## src/hdl/mme_pkg.sv

```systemverilog
// shared types, constants and helpers for the matrix multiply engine
// no dependencies
`timescale 1ns / 1ps

package mme_pkg;

  // default sizes for the top level parameters
  localparam int MaxDimDef    = 8;
  localparam int ElemWidthDef = 16;

  // fixed field widths
  localparam int DimW    = 4;
  localparam int CfgIdxW = 2;
  localparam int IdxW    = 3;
  localparam int ValW    = 35;

  // configuration register indexes
  localparam logic [CfgIdxW-1:0] RegRowsA    = 2'd0;
  localparam logic [CfgIdxW-1:0] RegInnerDim = 2'd1;
  localparam logic [CfgIdxW-1:0] RegColsB    = 2'd2;

  // sequencer states
  typedef enum logic [1:0] {
    S_IDLE,
    S_MAC,
    S_DRAIN,
    S_EMIT
  } mme_state_e;

  // clamp a dimension register to 1..max_d
  function automatic logic [DimW-1:0] eff_dim(logic [DimW-1:0] r, logic [DimW-1:0] max_d);
    logic [DimW-1:0] d;
    d = r;
    if (d == '0) d = {{(DimW-1){1'b0}}, 1'b1};
    if (d > max_d) d = max_d;
    return d;
  endfunction

endpackage

```

## src/hdl/mme_ram.sv

```systemverilog
// generic single write port, single read port ram with registered read
// no dependencies
`timescale 1ns / 1ps

module mme_ram #(
  parameter int Width = 16,
  parameter int Depth = 64
) (
  input  logic                                   clk_i,
  input  logic                                   we_i,
  input  logic [((Depth > 1) ? $clog2(Depth) : 1)-1:0] waddr_i,
  input  logic [Width-1:0]                       wdata_i,
  input  logic                                   re_i,
  input  logic [((Depth > 1) ? $clog2(Depth) : 1)-1:0] raddr_i,
  output logic [Width-1:0]                       rdata_o
);

  logic [Width-1:0] mem_q [Depth];
  logic [Width-1:0] rdata_q;

  // write port
  always_ff @(posedge clk_i) begin
    if (we_i) mem_q[waddr_i] <= wdata_i;
  end

  // registered read port
  always_ff @(posedge clk_i) begin
    if (re_i) rdata_q <= mem_q[raddr_i];
  end

  assign rdata_o = rdata_q;

endmodule

```

## src/hdl/matrix_multiply_engine_unit.sv

```systemverilog
// Dense fixed-point matrix multiply C = A x B with A and B held in two small RAMs.
// Each input transaction carries one signed element for store A or B; a transaction
// with start_multiply set then makes the block compute C element by element in
// row-major order on one shared multiply-accumulate unit. Each element of C is
// built from inner_dim reads of one pair per cycle (one read port per store), which
// pass the RAM read register and the product register, and the sum is handed to
// the output register. A start transaction keeps the input not ready until the
// last element of C is taken into the output register, so result side stalls
// lengthen it. Elements outside the configured shape are dropped; reading
// a never written entry gives undefined data. Depends on mme_pkg and mme_ram.
`timescale 1ns / 1ps

module matrix_multiply_engine_unit #(
  parameter int MAX_DIM    = mme_pkg::MaxDimDef,
  parameter int ELEM_WIDTH = mme_pkg::ElemWidthDef
) (
  input  logic                             clk_i,
  input  logic                             rst_ni,
  // configuration write channel
  input  logic                             cfg_valid_i,
  output logic                             cfg_ready_o,
  input  logic [mme_pkg::CfgIdxW-1:0]      cfg_index_i,
  input  logic [mme_pkg::DimW-1:0]         cfg_data_i,
  // element input channel
  input  logic                             in_valid_i,
  output logic                             in_ready_o,
  input  logic                             matrix_select_i,
  input  logic [mme_pkg::IdxW-1:0]         row_index_i,
  input  logic [mme_pkg::IdxW-1:0]         col_index_i,
  input  logic signed [15:0]               element_value_i,
  input  logic                             start_multiply_i,
  // result output channel
  output logic                             out_valid_o,
  input  logic                             out_ready_i,
  output logic [mme_pkg::IdxW-1:0]         out_row_o,
  output logic [mme_pkg::IdxW-1:0]         out_col_o,
  output logic signed [mme_pkg::ValW-1:0]  out_value_o,
  output logic                             last_result_o
);

  localparam int Depth = MAX_DIM * MAX_DIM;
  localparam int AddrW = (Depth > 1) ? $clog2(Depth) : 1;
  localparam int CntW  = (MAX_DIM > 1) ? $clog2(MAX_DIM) : 1;
  localparam int ProdW = 2 * ELEM_WIDTH;
  localparam int DW    = mme_pkg::DimW;
  localparam int VW    = mme_pkg::ValW;

  // configuration registers
  logic [DW-1:0] rows_a_q, inner_dim_q, cols_b_q;

  // effective shape
  logic [DW-1:0] dim_m, dim_k, dim_n;

  // sequencer
  mme_pkg::mme_state_e state_q, state_d;
  logic start_run, issue, emit;

  // loop counters
  logic [CntW-1:0] i_q, j_q, t_q;
  logic            t_last, i_last, j_last;

  // pipeline control
  logic rd_vld_q, rd_last_q, mul_vld_q, mul_last_q;

  // datapath
  logic [ELEM_WIDTH-1:0]   a_rdata, b_rdata;
  logic signed [ProdW-1:0] prod_q;
  logic signed [VW-1:0]    acc_q;

  // store writes
  logic             a_we, b_we;
  logic [AddrW-1:0] waddr, a_raddr, b_raddr;
  logic             in_fire;

  // output register
  logic                 out_valid_q, out_last_q;
  logic [CntW-1:0]      out_row_q, out_col_q;
  logic signed [VW-1:0] out_value_q;

  assign cfg_ready_o = 1'b1;

  // configuration register writes
  always_ff @(posedge clk_i or negedge rst_ni) begin
    if (!rst_ni) begin
      rows_a_q    <= DW'(8);
      inner_dim_q <= DW'(8);
      cols_b_q    <= DW'(8);
    end else if (cfg_valid_i) begin
      unique case (cfg_index_i)
        mme_pkg::RegRowsA:    rows_a_q    <= cfg_data_i;
        mme_pkg::RegInnerDim: inner_dim_q <= cfg_data_i;
        mme_pkg::RegColsB:    cols_b_q    <= cfg_data_i;
        default: ;
      endcase
    end
  end

  // clamp shape to 1..MAX_DIM
  assign dim_m = mme_pkg::eff_dim(rows_a_q, DW'(MAX_DIM));
  assign dim_k = mme_pkg::eff_dim(inner_dim_q, DW'(MAX_DIM));
  assign dim_n = mme_pkg::eff_dim(cols_b_q, DW'(MAX_DIM));

  // element store with shape check
  assign in_fire = in_valid_i && in_ready_o;
  assign waddr   = AddrW'(int'(row_index_i) * MAX_DIM + int'(col_index_i));
  assign a_we    = in_fire && !matrix_select_i &&
                   (DW'(row_index_i) < dim_m) && (DW'(col_index_i) < dim_k);
  assign b_we    = in_fire && matrix_select_i &&
                   (DW'(row_index_i) < dim_k) && (DW'(col_index_i) < dim_n);

  // read addresses for the current term
  assign a_raddr = AddrW'(int'(i_q) * MAX_DIM + int'(t_q));
  assign b_raddr = AddrW'(int'(t_q) * MAX_DIM + int'(j_q));

  mme_ram #(
    .Width (ELEM_WIDTH),
    .Depth (Depth)
  ) u_store_a (
    .clk_i   (clk_i),
    .we_i    (a_we),
    .waddr_i (waddr),
    .wdata_i (element_value_i[ELEM_WIDTH-1:0]),
    .re_i    (issue),
    .raddr_i (a_raddr),
    .rdata_o (a_rdata)
  );

  mme_ram #(
    .Width (ELEM_WIDTH),
    .Depth (Depth)
  ) u_store_b (
    .clk_i   (clk_i),
    .we_i    (b_we),
    .waddr_i (waddr),
    .wdata_i (element_value_i[ELEM_WIDTH-1:0]),
    .re_i    (issue),
    .raddr_i (b_raddr),
    .rdata_o (b_rdata)
  );

  // loop end detection
  assign t_last = (DW'(t_q) == dim_k - DW'(1));
  assign i_last = (DW'(i_q) == dim_m - DW'(1));
  assign j_last = (DW'(j_q) == dim_n - DW'(1));

  // state register
  always_ff @(posedge clk_i or negedge rst_ni) begin
    if (!rst_ni) begin
      state_q <= mme_pkg::S_IDLE;
    end else begin
      state_q <= state_d;
    end
  end

  // next state and sequencer outputs
  always_comb begin
    state_d    = state_q;
    in_ready_o = 1'b0;
    start_run  = 1'b0;
    issue      = 1'b0;
    emit       = 1'b0;
    unique case (state_q)
      mme_pkg::S_IDLE: begin
        in_ready_o = 1'b1;
        if (in_valid_i && start_multiply_i) begin
          start_run = 1'b1;
          state_d   = mme_pkg::S_MAC;
        end
      end
      mme_pkg::S_MAC: begin
        issue = 1'b1;
        if (t_last) state_d = mme_pkg::S_DRAIN;
      end
      mme_pkg::S_DRAIN: begin
        if (mul_vld_q && mul_last_q) state_d = mme_pkg::S_EMIT;
      end
      mme_pkg::S_EMIT: begin
        if (!out_valid_q || out_ready_i) begin
          emit    = 1'b1;
          state_d = (i_last && j_last) ? mme_pkg::S_IDLE : mme_pkg::S_MAC;
        end
      end
      default: state_d = mme_pkg::S_IDLE;
    endcase
  end

  // counters, pipeline flags and output valid
  always_ff @(posedge clk_i or negedge rst_ni) begin
    if (!rst_ni) begin
      i_q         <= '0;
      j_q         <= '0;
      t_q         <= '0;
      rd_vld_q    <= 1'b0;
      rd_last_q   <= 1'b0;
      mul_vld_q   <= 1'b0;
      mul_last_q  <= 1'b0;
      out_valid_q <= 1'b0;
    end else begin
      rd_vld_q   <= issue;
      rd_last_q  <= issue && t_last;
      mul_vld_q  <= rd_vld_q;
      mul_last_q <= rd_last_q;
      if (start_run) begin
        i_q <= '0;
        j_q <= '0;
        t_q <= '0;
      end else if (issue) begin
        t_q <= t_last ? '0 : t_q + CntW'(1);
      end else if (emit) begin
        if (j_last) begin
          j_q <= '0;
          i_q <= i_q + CntW'(1);
        end else begin
          j_q <= j_q + CntW'(1);
        end
      end
      if (emit) begin
        out_valid_q <= 1'b1;
      end else if (out_ready_i) begin
        out_valid_q <= 1'b0;
      end
    end
  end

  // shared multiply-accumulate unit and result payload
  always_ff @(posedge clk_i) begin
    prod_q <= ProdW'($signed(a_rdata)) * ProdW'($signed(b_rdata));
    if (start_run || emit) begin
      acc_q <= '0;
    end else if (mul_vld_q) begin
      acc_q <= acc_q + VW'(prod_q);
    end
    if (emit) begin
      out_row_q   <= i_q;
      out_col_q   <= j_q;
      out_value_q <= acc_q;
      out_last_q  <= i_last && j_last;
    end
  end

  assign out_valid_o   = out_valid_q;
  assign out_row_o     = mme_pkg::IdxW'(out_row_q);
  assign out_col_o     = mme_pkg::IdxW'(out_col_q);
  assign out_value_o   = out_value_q;
  assign last_result_o = out_last_q;

endmodule

```

## config.mk

```make
export PLATFORM = sky130hd
export DESIGN_NAME = matrix_multiply_engine_unit
export DESIGN_NICKNAME = d
export VERILOG_FILES = /design/src/hdl/mme_pkg.sv /design/src/hdl/mme_ram.sv /design/src/hdl/matrix_multiply_engine_unit.sv
export SDC_FILE = /design/constraint.sdc
export NUM_CORES = 2
export LEC_CHECK = 0
export BUFFER_PORTS_ARGS = -buffer_cell sky130_fd_sc_hd__buf_2
export CAP_MARGIN = 20
export CORE_ASPECT_RATIO = 0.6
export CORE_MARGIN = 4
export CORE_UTILIZATION = 57
export DETAILED_ROUTE_END_ITERATION = 10
export PLACE_DENSITY = 0.75
export SYNTH_ARGS = -nofsm -noshare
export SYNTH_HDL_FRONTEND = slang
export SYNTH_SLANG_ARGS = --single-unit
export TNS_END_PERCENT = 20
```

## constraint.sdc

```tcl
create_clock -name clk_i -period 5.75 [get_ports clk_i]
set_clock_uncertainty 0.05 [all_clocks]
set_input_delay 0.575 -clock clk_i [delete_from_list [all_inputs] [get_ports clk_i]]
set_output_delay 0.575 -clock clk_i [all_outputs]
set_load 0.005 [all_outputs]
```

==> results.txt <==
Initial core utilization: 0.5775
Tcrit/Tclk final: 1.040
Fraction of registers with async set/reset: 0.01263
Layout cells sized above 1: 0.2754
Met1 Use GR: 0.4231
Worst hold path type: in2reg
Type of destination of the critical path: flop
Fillers: 10,790
Core box area: 164,900 µm²
Final Hold Viols: 0
GP Congestion: 0.8537
CTS Buffer Depth: 4
Hold endpoint: rows_a_q[0]$_DFFE_PN0P_
Violated checks: setup timing
RSZ-0062 raised after global routing: yes
Worst-path clk slew: 0.07 ns
Max frequency: 167.2 MHz
Max-cap violations: 0
Setup ws final: -0.2292 ns
TritonRoute pass-1 iters: 5
Syn Inst Count: 4,756
Kind of start point of the critical path: flop
Post-detailed-route wirelength per cell: 31.11 µm
FF+latch count, synth: 2,217
CP Max Fanout: 5
Dpl hpwl: 142,500 µm
Post-route ant nets: 0
Top_reg_cell synth: edfxtp_1
Reg2Reg Depth: 20
Rel. slew slack: 0.2444
I/O Buffers: 78
Die H: 324.6 µm
Site Rows: 115
Placed instance count: 7,159
Finished Layout Cells: 7,524
TritonCTS clock tree: built
Worst skew pair latency: 0.86 ns
Mapped cell area: 95,230 µm²
Area grow syn2layout: 12.12%
Routed vias/inst: 6.424
Worst Hold Depth: 3
Worst reg2reg endpoint: prod_q[26]$_DFF_P_
Die area: 173,900 µm²
Setup violations, final: 8
Top cell type's share of synthesized area: 0.6691
# IOs: 80
CTS root buf: clkbuf_16
Least-Margin Pin Slew: 1.133 ns
Number of buffers created by CTS: 191
Global route hottest layer: met1
Post-Syn Nets: 5,188
Number of global-route vias before repair: 48,890
Worst EP arrival: 6.61 ns
Pre-CTS WS: -0.3380 ns
DRC viols: 0
Pin count of the biggest net entering global routing: 97
Mapped Avg Cell Area: 20.02 µm²
Setup TNS: -0.8800 ns
Leading cell types by total area after synthesis: edfxtp_1, mux4_2, fa_1, ha_1, dfxtp_1
Unique masters post-synth: 65
Iteration-0 DRC Markers: 6,844
Post-synth top area cell: edfxtp_1
Worst EP required: 6.39 ns
Total grt overflow: 0
Yosys Warn Count: 0
Status: finished, violations left
Sequential area share after synthesis: 0.6906
R2R setup slack: -0.23 ns
Min-delay src: cfg_index_i[1]
Min Clock Period, post-route: 5.979 ns
First-pass GRT wire length: 345,300 µm
Nets: 5,583
Die X: 535.7 µm
EDFF count, synth: 2,122
CTS sink cnt: 2,217
Final WL: 234,000 µm
Met2 Use GR: 0.3848
Initial antenna violation count: 17
Final Max Slew Viols: 0
Total GRT Usage: 0.2744
H-tree levels: 4
Synth top cells by count: edfxtp_1, mux4_2, inv_1
R2r startpoint: u_store_b.rdata_o[4]$_DFFE_PP_
M3 GR Usage: 0.08766
Routed via count: 48,330
Count leader, synth: edfxtp_1
WS Path Type: reg2reg
worst max-delay path, stage by stage (launching register included):
cell and delay [ns]:
edfxtp_1 0.42, buf_6 0.16, and2_4 0.15, fa_1 0.53, inv_1 0.05, fa_1 0.53
fa_1 0.44, fa_1 0.52, inv_2 0.04, fa_1 0.49, fa_1 0.54, ha_4 0.31
o211ai_1 0.11, a21oi_2 0.16, o21bai_1 0.09, a311o_1 0.40, a311oi_4 0.37, a21o_1 0.19
a31o_2 0.16, a21oi_2 0.05, xnor2_1 0.11
what timing repair did:
action | CTS | global route
hold buffers | 5 | 0
pin swaps | 24 | 27
setup buffers | 13 | 4
setup endpoints to repair | 9 | 11
resized for setup | 22 | 27
endpoints found under the hold margin | 37 | 0
placed cells by master (no fill, tap or decap), types with 25 or more instances in the layout:
| master | count |
|---|---|
| clkbuf_16 | 194 |
| a21o_1 | 28 |
| ha_1 | 125 |
| a21oi_1 | 52 |
| nand2_1 | 162 |
| and2_1 | 120 |
| dfxtp_1 | 67 |
| mux4_2 | 672 |
| buf_4 | 321 |
| xor2_1 | 25 |
| edfxtp_1 | 2122 |
| fa_1 | 258 |
| clkinv_2 | 32 |
| clkinv_1 | 32 |
| o21ai_0 | 46 |
| inv_1 | 296 |
| clkbuf_1 | 36 |
| buf_2 | 62 |
| nor2_2 | 26 |
| xnor2_1 | 46 |
| nand3_1 | 33 |
| nor2_1 | 184 |
registers in the layout, indices dropped and copies added (netlist names), 4 cells and up:
register / flops
prod_q: 32
out_value_o: 35
cols_b_q: 4
u_store_b.mem_q: 1024
inner_dim_q: 4
acc_q: 35
u_store_b.rdata_o: 16
rows_a_q: 4
u_store_a.rdata_o: 16
u_store_a.mem_q: 1024
area by class of cell:
type                       count  area (µm²)  share of cell area
sequential                  2217       65790              0.6162
multi-input combinational   2022       27780              0.2602
clock buffer                 230        4990             0.04673
timing repair buffer         420        3306             0.03096
tap                         2223        2781             0.02605
inverter                     299        1122             0.01051
clock inverter                98       959.7            0.008988
antenna                       15       37.54           0.0003516
worst max-delay path by stage:
stage,startpoint,endpoint,cells past startpoint
2_1_floorplan,u_store_a.rdata_o[12]$_DFFE_PP_,prod_q[31]$_DFF_P_,20
3_3_place_gp,u_store_b.rdata_o[4]$_DFFE_PP_,prod_q[26]$_DFF_P_,21
3_5_place_dp,u_store_b.rdata_o[4]$_DFFE_PP_,prod_q[30]$_DFF_P_,19
4_1_cts,u_store_a.rdata_o[14]$_DFFE_PP_,prod_q[31]$_DFF_P_,20
5_1_grt,u_store_b.rdata_o[5]$_DFFE_PP_,prod_q[31]$_DFF_P_,21
6_report,u_store_b.rdata_o[4]$_DFFE_PP_,prod_q[26]$_DFF_P_,20
routing by layer:
layer | part of all wire | routed length, µm | up-vias
met5 | 0.0014 | 337 | -
met3 | 0.13 | 31060 | 390
li1 | - | - | 19540
met2 | 0.44 | 102500 | 3092
met4 | 0.027 | 6252 | 16
met1 | 0.40 | 93910 | 25290
per-stage QoR:
stage	area, µm²	utilization	hold WS, ns
after floorplan	95320	-	0.2294
after global placement	100400	0.6086	0.2842
after detailed placement	100400	0.6086	0.2862
after CTS	106600	0.6464	0.1095
after global routing	106800	0.6474	0.1162
final	106800	0.6475	0.1429
logic make-up after synthesis:
kind of cell             count (synthesis)  share of synthesized area
buffers and inverters                  517                    0.02119
other                                    1                 0.00003938
AO/OA/AOI/OAI                          213                    0.01449
multiplexers                           708                     0.1629
flip-flops                            2217                     0.6906
XOR/XNOR                                71                   0.006530
adder cells (fa/ha/maj)                397                    0.07289
AND/OR/NAND/NOR                        632                    0.03139
Power is left out: the tool's default activity adds up to more than one toggle a clock period on the data nets, which glitch-free logic cannot reach.
